<file path="src/tcce_pkg.sv">
// Shared constants, types and command/status bundles for the text console cursor engine.
package tcce_pkg;

    localparam int COLS     = 80;
    localparam int ROWS     = 25;
    localparam int TAB_STOP = 8;

    localparam int ROW_W  = 5;
    localparam int COL_W  = 7;
    localparam int CHAR_W = 8;
    localparam int TCNT_W = $clog2(TAB_STOP + 1);

    localparam logic [CHAR_W-1:0] CH_NEWLINE   = 8'd10;
    localparam logic [CHAR_W-1:0] CH_RETURN    = 8'd13;
    localparam logic [CHAR_W-1:0] CH_BACKSPACE = 8'd8;
    localparam logic [CHAR_W-1:0] CH_TAB       = 8'd9;
    localparam logic [CHAR_W-1:0] CH_BLANK     = 8'd32;
    localparam logic [CHAR_W-1:0] CLEAR_ATTR   = 8'h07;

    typedef enum logic [1:0] {
        KIND_CELL   = 2'd0,
        KIND_ROW    = 2'd1,
        KIND_SCREEN = 2'd2
    } kind_t;

    typedef enum logic [2:0] {
        CLS_PRINT,
        CLS_CLEAR,
        CLS_NEWLINE,
        CLS_RETURN,
        CLS_BACKSPACE,
        CLS_TAB
    } class_t;

    typedef enum logic [2:0] {
        ST_IDLE,
        ST_PUT,
        ST_BKSP,
        ST_SCROLL,
        ST_CLEAR
    } state_t;

    // Controller to datapath.
    typedef struct packed {
        logic accept;
        logic newline;
        logic cret;
        logic clear;
        logic bksp;
        logic put;
        logic scroll;
    } cmd_t;

    // Datapath to controller.
    typedef struct packed {
        class_t cls;
        logic   out_free;
        logic   col_zero;
        logic   row_last;
        logic   put_scroll;
        logic   tab_more;
    } sts_t;

endpackage

</file>
<file path="src/tcce_ctrl.sv">
// Sequencing state machine of the text console cursor engine.
module tcce_ctrl
(
    input  logic           clk,
    input  logic           rst_n,
    input  logic           in_valid,
    output logic           in_ready,
    input  tcce_pkg::sts_t sts,
    output tcce_pkg::cmd_t cmd
);

    tcce_pkg::state_t state_reg;
    tcce_pkg::state_t state_next;

    always_ff @(posedge clk or negedge rst_n)
    begin
        if (!rst_n)
        begin
            state_reg <= tcce_pkg::ST_IDLE;
        end
        else
        begin
            state_reg <= state_next;
        end
    end

    always_comb
    begin
        state_next = state_reg;
        case (state_reg)
            tcce_pkg::ST_IDLE:
            begin
                if (in_valid)
                begin
                    case (sts.cls)
                        tcce_pkg::CLS_CLEAR:
                            state_next = tcce_pkg::ST_CLEAR;
                        tcce_pkg::CLS_NEWLINE:
                            state_next = sts.row_last ? tcce_pkg::ST_SCROLL
                                                      : tcce_pkg::ST_IDLE;
                        tcce_pkg::CLS_RETURN:
                            state_next = tcce_pkg::ST_IDLE;
                        tcce_pkg::CLS_BACKSPACE:
                            state_next = sts.col_zero ? tcce_pkg::ST_IDLE
                                                      : tcce_pkg::ST_BKSP;
                        default:
                            state_next = tcce_pkg::ST_PUT;
                    endcase
                end
            end
            tcce_pkg::ST_PUT:
            begin
                if (sts.out_free)
                begin
                    if (sts.put_scroll)
                    begin
                        state_next = tcce_pkg::ST_SCROLL;
                    end
                    else if (sts.tab_more)
                    begin
                        state_next = tcce_pkg::ST_PUT;
                    end
                    else
                    begin
                        state_next = tcce_pkg::ST_IDLE;
                    end
                end
            end
            tcce_pkg::ST_BKSP,
            tcce_pkg::ST_SCROLL,
            tcce_pkg::ST_CLEAR:
            begin
                if (sts.out_free)
                begin
                    state_next = tcce_pkg::ST_IDLE;
                end
            end
            default:
                state_next = tcce_pkg::ST_IDLE;
        endcase
    end

    always_comb
    begin
        cmd      = '0;
        in_ready = 1'b0;
        case (state_reg)
            tcce_pkg::ST_IDLE:
            begin
                in_ready    = 1'b1;
                cmd.accept  = in_valid;
                cmd.newline = in_valid && (sts.cls == tcce_pkg::CLS_NEWLINE);
                cmd.cret    = in_valid && (sts.cls == tcce_pkg::CLS_RETURN);
            end
            tcce_pkg::ST_PUT:    cmd.put    = sts.out_free;
            tcce_pkg::ST_BKSP:   cmd.bksp   = sts.out_free;
            tcce_pkg::ST_SCROLL: cmd.scroll = sts.out_free;
            tcce_pkg::ST_CLEAR:  cmd.clear  = sts.out_free;
            default:
            begin
                cmd      = '0;
                in_ready = 1'b0;
            end
        endcase
    end

endmodule

</file>
<file path="src/tcce_dp.sv">
// Cursor, offset and output registers of the text console cursor engine.
module tcce_dp
(
    input  logic                           clk,
    input  logic                           rst_n,
    input  logic                           op,
    input  logic [tcce_pkg::CHAR_W-1:0]    char_code,
    input  logic [tcce_pkg::CHAR_W-1:0]    attr,
    input  tcce_pkg::cmd_t                 cmd,
    output tcce_pkg::sts_t                 sts,
    output logic                           out_valid,
    input  logic                           out_ready,
    output logic [1:0]                     kind,
    output logic [tcce_pkg::ROW_W-1:0]     row,
    output logic [tcce_pkg::COL_W-1:0]     col,
    output logic [tcce_pkg::CHAR_W-1:0]    glyph,
    output logic [tcce_pkg::CHAR_W-1:0]    cell_attr,
    output logic [tcce_pkg::ROW_W-1:0]     top_row,
    output logic                           last
);

    localparam logic [tcce_pkg::ROW_W-1:0] ROW_MAX = tcce_pkg::ROW_W'(tcce_pkg::ROWS - 1);
    localparam logic [tcce_pkg::COL_W-1:0] COL_MAX = tcce_pkg::COL_W'(tcce_pkg::COLS - 1);

    logic [tcce_pkg::ROW_W-1:0]  cur_row_reg, cur_row_next;
    logic [tcce_pkg::COL_W-1:0]  cur_col_reg, cur_col_next;
    logic [tcce_pkg::ROW_W-1:0]  top_reg, top_next;
    logic [tcce_pkg::CHAR_W-1:0] attr_reg;
    logic [tcce_pkg::CHAR_W-1:0] glyph_reg;
    logic                        is_tab_reg;
    logic [tcce_pkg::TCNT_W-1:0] tcnt_reg, tcnt_next;

    logic                        ovalid_reg, ovalid_next;
    tcce_pkg::kind_t             okind_reg;
    logic [tcce_pkg::ROW_W-1:0]  orow_reg;
    logic [tcce_pkg::COL_W-1:0]  ocol_reg;
    logic [tcce_pkg::CHAR_W-1:0] oglyph_reg;
    logic [tcce_pkg::CHAR_W-1:0] oattr_reg;
    logic [tcce_pkg::ROW_W-1:0]  otop_reg;
    logic                        olast_reg;

    tcce_pkg::class_t            cls;
    logic [tcce_pkg::ROW_W:0]    phys_sum;
    logic [tcce_pkg::ROW_W-1:0]  phys;
    logic [tcce_pkg::COL_W-1:0]  col_dec;
    logic                        wrap;
    logic [tcce_pkg::COL_W-1:0]  col_after;
    logic                        tab_more;
    logic                        put_scroll;
    logic [tcce_pkg::ROW_W-1:0]  top_adv;
    logic                        emit;

    // Classify the input item straight from the ports.
    always_comb
    begin
        if (op)
        begin
            cls = tcce_pkg::CLS_CLEAR;
        end
        else
        begin
            case (char_code)
                tcce_pkg::CH_NEWLINE:   cls = tcce_pkg::CLS_NEWLINE;
                tcce_pkg::CH_RETURN:    cls = tcce_pkg::CLS_RETURN;
                tcce_pkg::CH_BACKSPACE: cls = tcce_pkg::CLS_BACKSPACE;
                tcce_pkg::CH_TAB:       cls = tcce_pkg::CLS_TAB;
                default:                cls = tcce_pkg::CLS_PRINT;
            endcase
        end
    end

    // Physical row of the cursor line.
    assign phys_sum = {1'b0, top_reg} + {1'b0, cur_row_reg};
    assign phys     = (phys_sum >= (tcce_pkg::ROW_W + 1)'(tcce_pkg::ROWS))
                      ? tcce_pkg::ROW_W'(phys_sum - (tcce_pkg::ROW_W + 1)'(tcce_pkg::ROWS))
                      : phys_sum[tcce_pkg::ROW_W-1:0];

    assign col_dec    = cur_col_reg - 1'b1;
    assign wrap       = (cur_col_reg == COL_MAX);
    assign col_after  = wrap ? '0 : cur_col_reg + 1'b1;
    assign put_scroll = wrap && (cur_row_reg == ROW_MAX);
    assign tab_more   = is_tab_reg
                        && ((col_after % tcce_pkg::COL_W'(tcce_pkg::TAB_STOP)) != '0)
                        && ((tcnt_reg + 1'b1) < tcce_pkg::TCNT_W'(tcce_pkg::TAB_STOP));
    assign top_adv    = (top_reg == ROW_MAX) ? '0 : top_reg + 1'b1;
    assign emit       = cmd.put || cmd.bksp || cmd.scroll || cmd.clear;

    always_comb
    begin
        sts.cls        = cls;
        sts.out_free   = !ovalid_reg || out_ready;
        sts.col_zero   = (cur_col_reg == '0);
        sts.row_last   = (cur_row_reg == ROW_MAX);
        sts.put_scroll = put_scroll;
        sts.tab_more   = tab_more;
    end

    // Cursor state updates.
    always_comb
    begin
        cur_row_next = cur_row_reg;
        cur_col_next = cur_col_reg;
        top_next     = top_reg;
        tcnt_next    = tcnt_reg;
        if (cmd.accept)
        begin
            tcnt_next = '0;
        end
        if (cmd.newline)
        begin
            cur_col_next = '0;
            if (cur_row_reg != ROW_MAX)
            begin
                cur_row_next = cur_row_reg + 1'b1;
            end
        end
        if (cmd.cret)
        begin
            cur_col_next = '0;
        end
        if (cmd.bksp)
        begin
            cur_col_next = col_dec;
        end
        if (cmd.put)
        begin
            cur_col_next = col_after;
            tcnt_next    = tcnt_reg + 1'b1;
            if (wrap && !put_scroll)
            begin
                cur_row_next = cur_row_reg + 1'b1;
            end
        end
        if (cmd.scroll)
        begin
            top_next = top_adv;
        end
        if (cmd.clear)
        begin
            cur_row_next = '0;
            cur_col_next = '0;
            top_next     = '0;
        end
    end

    always_comb
    begin
        ovalid_next = ovalid_reg;
        if (emit)
        begin
            ovalid_next = 1'b1;
        end
        else if (out_ready)
        begin
            ovalid_next = 1'b0;
        end
    end

    always_ff @(posedge clk or negedge rst_n)
    begin
        if (!rst_n)
        begin
            cur_row_reg <= '0;
            cur_col_reg <= '0;
            top_reg     <= '0;
            tcnt_reg    <= '0;
            ovalid_reg  <= 1'b0;
        end
        else
        begin
            cur_row_reg <= cur_row_next;
            cur_col_reg <= cur_col_next;
            top_reg     <= top_next;
            tcnt_reg    <= tcnt_next;
            ovalid_reg  <= ovalid_next;
        end
    end

    // Latch the item payload; tabs print as blanks.
    always_ff @(posedge clk)
    begin
        if (cmd.accept)
        begin
            attr_reg   <= attr;
            is_tab_reg <= (cls == tcce_pkg::CLS_TAB);
            glyph_reg  <= (cls == tcce_pkg::CLS_TAB) ? tcce_pkg::CH_BLANK : char_code;
        end
    end

    always_ff @(posedge clk)
    begin
        if (cmd.put)
        begin
            okind_reg  <= tcce_pkg::KIND_CELL;
            orow_reg   <= phys;
            ocol_reg   <= cur_col_reg;
            oglyph_reg <= glyph_reg;
            oattr_reg  <= attr_reg;
            otop_reg   <= top_reg;
            olast_reg  <= !(put_scroll || tab_more);
        end
        else if (cmd.bksp)
        begin
            okind_reg  <= tcce_pkg::KIND_CELL;
            orow_reg   <= phys;
            ocol_reg   <= col_dec;
            oglyph_reg <= tcce_pkg::CH_BLANK;
            oattr_reg  <= attr_reg;
            otop_reg   <= top_reg;
            olast_reg  <= 1'b1;
        end
        else if (cmd.scroll)
        begin
            okind_reg  <= tcce_pkg::KIND_ROW;
            orow_reg   <= top_reg;
            ocol_reg   <= '0;
            oglyph_reg <= tcce_pkg::CH_BLANK;
            oattr_reg  <= attr_reg;
            otop_reg   <= top_adv;
            olast_reg  <= 1'b1;
        end
        else if (cmd.clear)
        begin
            okind_reg  <= tcce_pkg::KIND_SCREEN;
            orow_reg   <= '0;
            ocol_reg   <= '0;
            oglyph_reg <= tcce_pkg::CH_BLANK;
            oattr_reg  <= tcce_pkg::CLEAR_ATTR;
            otop_reg   <= '0;
            olast_reg  <= 1'b1;
        end
    end

    assign out_valid = ovalid_reg;
    assign kind      = okind_reg;
    assign row       = orow_reg;
    assign col       = ocol_reg;
    assign glyph     = oglyph_reg;
    assign cell_attr = oattr_reg;
    assign top_row   = otop_reg;
    assign last      = olast_reg;

endmodule

</file>
<file path="src/text_console_cursor_engine.sv">
// Top level of the text console cursor engine: controller, datapath and checks.
//
//  channel | direction | handshake            | payload
//  --------+-----------+----------------------+-----------------------------------------
//  input   | in        | in_valid / in_ready  | op, char_code, attr
//  result  | out       | out_valid / out_ready| kind, row, col, glyph, cell_attr,
//          |           |                      | top_row, last
//
// An item is taken only while the controller is idle. Carriage return, newline
// without scroll and backspace at column zero finish in the accept cycle. Other
// items are accepted and then emit one result at a time: one cell for a backspace,
// one cell for a printable character plus a row scroll when the line wraps into a
// scroll, up to TAB_STOP blank cells for a tab plus a scroll when that tab wraps.
// Each result waits in a single output register; a stalled output holds the
// sequencer in place. Reset clears cursor, top-row offset and state.
module text_console_cursor_engine
(
    input  logic                        clk,
    input  logic                        rst_n,
    input  logic                        in_valid,
    output logic                        in_ready,
    input  logic                        op,
    input  logic [tcce_pkg::CHAR_W-1:0] char_code,
    input  logic [tcce_pkg::CHAR_W-1:0] attr,
    output logic                        out_valid,
    input  logic                        out_ready,
    output logic [1:0]                  kind,
    output logic [tcce_pkg::ROW_W-1:0]  row,
    output logic [tcce_pkg::COL_W-1:0]  col,
    output logic [tcce_pkg::CHAR_W-1:0] glyph,
    output logic [tcce_pkg::CHAR_W-1:0] cell_attr,
    output logic [tcce_pkg::ROW_W-1:0]  top_row,
    output logic                        last
);

    // Commands from the sequencer, status back from the datapath.
    tcce_pkg::cmd_t cmd;
    tcce_pkg::sts_t sts;

    // Sequence one item's transactions: decode on accept, then one result per cycle while the output is free.
    tcce_ctrl u_ctrl
    (
        .clk      (clk),
        .rst_n    (rst_n),
        .in_valid (in_valid),
        .in_ready (in_ready),
        .sts      (sts),
        .cmd      (cmd)
    );

    // Hold cursor, top-row offset and the output register.
    tcce_dp u_dp
    (
        .clk       (clk),
        .rst_n     (rst_n),
        .op        (op),
        .char_code (char_code),
        .attr      (attr),
        .cmd       (cmd),
        .sts       (sts),
        .out_valid (out_valid),
        .out_ready (out_ready),
        .kind      (kind),
        .row       (row),
        .col       (col),
        .glyph     (glyph),
        .cell_attr (cell_attr),
        .top_row   (top_row),
        .last      (last)
    );

    // Results always address the visible screen.
    a_out_range: assert property (@(posedge clk) disable iff (!rst_n)
        out_valid |-> (row < tcce_pkg::ROW_W'(tcce_pkg::ROWS))
                      && (col < tcce_pkg::COL_W'(tcce_pkg::COLS))
                      && (top_row < tcce_pkg::ROW_W'(tcce_pkg::ROWS)))
        else $error("result outside screen bounds");

    // A screen clear is alone and homes the top line.
    a_clear_last: assert property (@(posedge clk) disable iff (!rst_n)
        out_valid && (kind == tcce_pkg::KIND_SCREEN) |-> last && (top_row == '0))
        else $error("screen clear not final or top row not home");

    // A row clear always closes its transaction group.
    a_row_last: assert property (@(posedge clk) disable iff (!rst_n)
        out_valid && (kind == tcce_pkg::KIND_ROW) |-> last)
        else $error("row clear not final");

    // No new item while a non-final result is still pending.
    a_no_accept_mid: assert property (@(posedge clk) disable iff (!rst_n)
        out_valid && !last |-> !in_ready)
        else $error("input taken in the middle of a result group");

endmodule

</file>
<file path="config.mk">
export PLATFORM = sky130hd
export DESIGN_NAME = text_console_cursor_engine
export DESIGN_NICKNAME = d
export VERILOG_FILES = /design/src/tcce_pkg.sv /design/src/tcce_ctrl.sv /design/src/tcce_dp.sv /design/src/text_console_cursor_engine.sv
export SDC_FILE = /design/constraint.sdc
export NUM_CORES = 1
export LEC_CHECK = 0
export BUFFER_PORTS_ARGS = -buffer_cell sky130_fd_sc_hd__buf_4
export CORE_MARGIN = 1.5
export CORE_UTILIZATION = 59
export CTS_BUF_LIST = sky130_fd_sc_hd__clkbuf_8
export DETAILED_ROUTE_END_ITERATION = 6
export HOLD_SLACK_MARGIN = 0.12
export PLACE_DENSITY_LB_ADDON = 0.25
export SYNTH_ARGS = -nofsm -noshare
export SYNTH_HDL_FRONTEND = slang
export SYNTH_HIERARCHICAL = 1
export SYNTH_SLANG_ARGS = --single-unit
</file>
<file path="constraint.sdc">
create_clock -name clk -period 4.14 [get_ports clk]
set_clock_uncertainty 0.1 [all_clocks]
set_input_delay 0.621 -clock clk [delete_from_list [all_inputs] [get_ports clk]]
set_output_delay 0.621 -clock clk [all_outputs]
set_load 0.03 [all_outputs]
</file>
==> results_dict.tcl, run 1 <==
set metrics [dict create \
    status "finished clean" \
    synth_edf_count 51 \
    timing.final.crit_share 0.688 \
    gp_congestion 0.863 \
    grtUsageTotal 0.243 \
    synthTopCellsByArea "edfxtp_1, dfrtp_1, ha_1" \
    firstDrtPassIters 5 \
    synth.distinct_cells 63 \
    synth-seq-cells 78 \
    hp-start "attr[3]" \
    clk_latency_ps 350 \
    drc_errors 0 \
    syn_to_final_growth_pct 18.0 \
    avgViaCountPerCell 5.71 \
    slowest_delay_ps 520 \
    grt_pass1_vias 2921 \
    start_util 0.611 \
    maxCapViolCount 0 \
    rsz0062_at_grt "false" \
    hp-class "primary input to register" \
    cp-start-kind "register" \
    core-area_um2 6790 \
    pwr_density_cell_nw_per_um2 755 \
    path_class "register to register" \
    synthFlopType "edfxtp_1" \
    die_w_um 86.9 \
    syn_inst 393 \
    drive_gt1_frac 0.222 \
    ys_seq_area_frac 0.530 \
    finalPower_uw 3700 \
    period_minus_slack_ps 2850 \
    critPathBufInv 1 \
    cts-root-buf "clkbuf_8" \
    grt_max_degree 26 \
    max_clock_freq_ghz 0.351 \
    antenna_found_initial 0 \
    portBuffers 58 \
    cts_max_level 3 \
    tightest_slew_ps 728 \
    num_io_pins 59 \
    path_max_fanout 9 \
    cts_buffers 9 \
    yosysWarnings 6 \
    rr_startpoint "u_dp/top_reg[0]" \
    via_count 3126 \
    path_delay_family "adder cells" \
    p_leak_uw 0.00207 \
    wl_per_cell_um 15.5 \
    cp.required_ps 4120 \
    drv_slew 0 \
    synth_area_um2 4150 \
    setup_total_negative_slack_ps 0 \
    die_area_um2 7540 \
    diodes 0 \
    slowest_stage "dfrtp_1" \
    clockBufferDepth 2 \
    crit_start "u_dp/top_reg[0]" \
    cp.arrival_ps 2830 \
    synth.top_cell.area_share 0.369 \
    largest_reg_flops 16 \
    relSlewSlack 0.513 \
    finalWirelength_um 8470 \
    fin_nets 484 \
    setup_viol 0 \
    synthArstFlopShare 0.321 \
    ant_nets 0 \
    die_h_um 86.9 \
    synth_top_area_cell "edfxtp_1" \
    cts_sinks 78 \
    row_count 30 \
    syn-num-nets 431 \
    grt_pass1_wl_um 13900 \
    cp_common_cell "ha_1" \
    peakVddDrop_mv 0.565 \
    syn_avg_cell_area_um2 10.6 \
    grt_overflow 0 \
    hold_violations 0 \
    clkTransAtPathRegs_ps 90 \
    endpoint_kind "register" \
    cts_resized 0 \
    worstPathCellList "ha_1 -> inv_1 -> fa_1 -> ha_1 -> nand2_1 -> nor2_1 -> o311ai_4 -> a21o_2 -> a31oi_1" \
    cts_tree "yes" \
    drtIter0Drc 432 \
    dp_hpwl_um 6070 \
]
==> layer usage <==
metal	track usage	up-vias	wire length (um)
met2	0.378	110	4060
met1	0.332	1498	3750
li1	-	1505	-
met4	0.103	0	143
met5	0	-	0
met3	0.0540	13	515
==> cell type report <==
cell class	instances	area, um^2
Tap cell	96	120
Sequential cell	78	2200
Clock inverter	7	103
Fill cell	486	1900
Multi-Input combinational cell	269	1760
Inverter	19	71.3
Clock buffer	9	124
Timing Repair Buffer	69	520
==> timing repair <==
| item | CTS | global route |
|---|---|---|
| setup buffers | 0 | 0 |
| hold buffers | 1 | 0 |
| hold endpoints to repair | 25 | 0 |
| setup endpoints to repair | 0 | 0 |
==> cell usage after synthesis, drive strengths merged, types with 6 or more instances <==
| cell | number |
|---|---|
| and3 | 11 |
| clkbuf | 21 |
| nor2b | 10 |
| nor3 | 6 |
| nor2 | 36 |
| nand2 | 27 |
| edfxtp | 51 |
| and2 | 9 |
| dfrtp | 25 |
| nand3 | 22 |
| inv | 19 |
| xor2 | 7 |
| xnor2 | 10 |
| ha | 16 |
| o21ai | 29 |
| a21oi | 17 |
| buf | 6 |
==> cells in the final DEF, fill, tap and decap left out, types with 3 or more instances in the layout <==
master / netlist / final
buf_4: 2 / 68
edfxtp_1: 51 / 51
nor2_1: 35 / 35
nand2_1: 27 / 27
o21ai_0: 26 / 26
dfrtp_1: 25 / 25
nand3_1: 22 / 22
inv_1: 19 / 19
a21oi_1: 16 / 16
ha_1: 16 / 16
and3_1: 11 / 11
nor2b_1: 10 / 10
clkbuf_8: 0 / 9
xnor2_1: 9 / 9
and2_1: 9 / 9
xor2_1: 7 / 7
nor3_1: 6 / 6
nand2b_1: 5 / 5
a31oi_1: 5 / 5
or3_1: 5 / 5
nor3b_1: 5 / 4
mux2i_1: 4 / 4
inv_6: 0 / 3
a21o_1: 3 / 3
or2_2: 3 / 3
o31ai_1: 3 / 3
==> where the power goes <==
part	leakage [uW]	internal (uW)	switching, uW
sequential	0.000835	1210	180
clock	0.000117	349	301
combinational	0.00112	580	1070
total	0.00207	2140	1550
==> kinds of logic after synthesis <==
logic type                 share of synthesized area
AOI/OAI and AO/OA                              0.123
xor gates and xnor gates                      0.0377
adders and majority gates                     0.0531
buffers and inverters                         0.0473
DFF                                            0.530
muxes                                         0.0124
and+or+nand+nor                                0.197
==> final timing paths <==
check | end | slack [ps] | cells after the start
hold / removal | u_dp/attr_reg[3] | 340 | 1
hold reg to reg | u_dp/kind[1] | 400 | 1
max in group asynchronous | u_dp/cur_col_reg[6] | 3050 | 2
min in group asynchronous | u_dp/top_reg[4] | 630 | 2
setup / recovery | u_dp/row[3] | 1290 | 9
setup reg to reg | u_dp/row[3] | 1290 | 9
==> metrics by stage <==
stage	std cells	util	hold WS, ps	setup slack (ps)	area, um^2
floorplan	393	-	225	1070	4150
global placement	530	0.686	373	1130	4660
detailed placement	530	0.686	384	1100	4660
CTS	547	0.721	325	1290	4900
global route	547	0.721	314	1140	4900
finish	547	0.721	338	1290	4900
Power figures use the tool's default switching activity.
==> inputs of run 2 (changes only) <==
Clock period 4.14 ns to 2.8 ns, I/O delays scaled along.
==> run 2 against run 1 <==
Net effect:
- non-clock buffer count increased by 7
- count of clock-buffer cells in the layout stayed put
- final cell count increased by 1.5%
- flip-flop and latch count stayed put
- power is 45% higher
- core utilization increased by 0.41 points
- sequential share of layout area decreased by 0.25 points
- clock power increased by 18%
- setup slack worse by 1100 ps
- critical endpoint unchanged
- largest cell class unchanged
- highest routed layer unchanged
==> results_dict.tcl, run 2 (synthesized netlist as in run 1, its figures left out) <==
set metrics [dict create \
    path_class "register to register" \
    cts_buffers 9 \
    firstDrtPassIters 4 \
    tightest_slew_ps 616 \
    rr_worst_depth 9 \
    peakVddDrop_mv 0.610 \
    hold_violations 0 \
    pwr_density_cell_nw_per_um2 1090 \
    cp.depth 9 \
    r2r_end "u_dp/row[3]" \
    rsz0062_at_grt "false" \
    largest_reg_flops 16 \
    rr_startpoint "u_dp/cur_row_reg[0]" \
    use_met3 0.0464 \
    drc_errors 0 \
    slowest_stage "dfrtp_1" \
    hp-class "primary input to register" \
    grt_pass1_wl_um 14000 \
    cts_sinks 78 \
    wl_per_cell_um 15.3 \
    p_leak_uw 0.00209 \
    fin_nets 492 \
    p_seq_frac 0.379 \
    cp.required_ps 2800 \
    path_max_fanout 5 \
    die_w_um 86.9 \
    num_io_pins 59 \
    layout_commonest_cell "buf_4" \
    drv_slew 0 \
    fillers 477 \
    endpoint_kind "register" \
    grt_pass1_vias 2891 \
    slowest_delay_ps 450 \
    avgViaCountPerCell 5.62 \
    gp_congestion 0.897 \
    p_clk_frac 0.144 \
    relSlewSlack 0.587 \
    grt_overflow 0 \
    diodes 0 \
    drtIter0Drc 208 \
    row_count 30 \
    p_int_uw 3050 \
    swShare 0.431 \
    syn_to_final_growth_pct 18.7 \
    ant_nets 0 \
    power_switching_uw 2310 \
    grt_max_degree 35 \
    worst_hold_slack_ps 138 \
    dp_hpwl_um 5970 \
    grt_util_met1 0.338 \
    start_util 0.611 \
    crit_start "u_dp/cur_row_reg[0]" \
    die_h_um 86.9 \
    die_area_um2 7540 \
    critPathBufInv 1 \
    period_minus_slack_ps 2580 \
    drive_gt1_frac 0.240 \
    cts_tree "yes" \
    use_met2 0.391 \
    cp-start-kind "register" \
    clkTransAtPathRegs_ps 90 \
    finalWirelength_um 8480 \
    comb_power_share 0.477 \
    antenna_found_initial 0 \
    setup_total_negative_slack_ps 0 \
    worstPathCellList "ha_1 -> inv_1 -> fa_1 -> nand2b_1 -> a21oi_2 -> xnor2_1 -> o311ai_4 -> a21o_2 -> a31oi_1" \
    final_cell_mix "buf_4, edfxtp_1, nor2_1" \
    grt_busiest_layer "met2" \
    setup_viol 0 \
    path_delay_family "compound AO/OA/AOI/OAI gates" \
    clk_latency_ps 350 \
    grtUsageTotal 0.244 \
    cts_max_level 3 \
    r2r_slack_ps 220 \
    maxCapViolCount 0 \
    cp-endpoint "u_dp/row[3]" \
    timing.final.crit_share 0.921 \
    clockBufferDepth 2 \
    status "finished clean" \
    via_count 3121 \
    core-area_um2 6790 \
    cp.arrival_ps 2580 \
    cts-root-buf "clkbuf_8" \
    max_clock_freq_ghz 0.388 \
    portBuffers 58 \
]
==> run 2: cell type report <==
type / instances / area (um^2) / share of cell area
clock inverters: 7 / 56.3 / 0.0114
flip-flops and latches: 78 / 2200 / 0.446
multi-input cells: 270 / 1780 / 0.362
repair buffers: 76 / 573 / 0.116
inverters: 19 / 71.3 / 0.0145
clock buffers: 9 / 124 / 0.0252
well taps: 96 / 120 / 0.0244
==> run 2: worst reg2reg max path, stage by stage (launching register included) <==
cell	delay [ps]
dfrtp_1	450
ha_1	210
inv_1	60
fa_1	380
nand2b_1	170
a21oi_2	130
xnor2_1	190
o311ai_4	390
a21o_2	180
a31oi_1	70
==> run 2: how the worst min path moves through the flow <==
stage	start	to	slack (ps)	cells after the start
5_1_grt	attr[4]	u_dp/attr_reg[4]	120	1
3_3_place_gp	rst_n	u_dp/top_reg[1]	250	1
4_1_cts	attr[5]	u_dp/attr_reg[5]	130	1
2_1_floorplan	rst_n	u_ctrl/state_reg[0]	20	0
6_report	attr[5]	u_dp/attr_reg[5]	140	1
3_5_place_dp	rst_n	u_dp/top_reg[1]	250	1
==> run 2: power by group through the flow <==
| stage | Combinational [uW] | Clock [uW] | Sequential (uW) |
|---|---|---|---|
| floorplan | 1210 | 0 | 2520 |
| CTS | 2540 | 785 | 2030 |
| detailed placement | 2530 | 0 | 2050 |
| global placement | 2480 | 0 | 2040 |
| finish | 2550 | 770 | 2030 |
| global route | 2770 | 833 | 2080 |
==> run 2: routing by layer <==
| layer | wire, um | vias to the layer above |
|---|---|---|
| li1 | - | 1522 |
| met1 | 3850 | 1484 |
| met2 | 4110 | 103 |
| met3 | 431 | 12 |
| met4 | 94 | 0 |
| met5 | 0 | - |
==> run 2: repair_timing <==
action | in CTS | in global routing
gates resized for setup | 0 | 1
buffers inserted | 0 | 0
hold buffers | 1 | 0
setup endpoints to repair | 0 | 2
hold endpoints to repair | 25 | 0
==> run 2: stage by stage <==
stage / instances / power, uW / area [um^2] / utilization / setup WS (ps)
detailed placement: 537 / 4580 / 4710 / 0.694 / 82.9
global route: 555 / 5680 / 4920 / 0.725 / 28.9
floorplan: 393 / 3730 / 4160 / - / 159
finish: 555 / 5350 / 4920 / 0.725 / 222
CTS: 554 / 5360 / 4900 / 0.722 / 144
global placement: 537 / 4520 / 4710 / 0.694 / 147
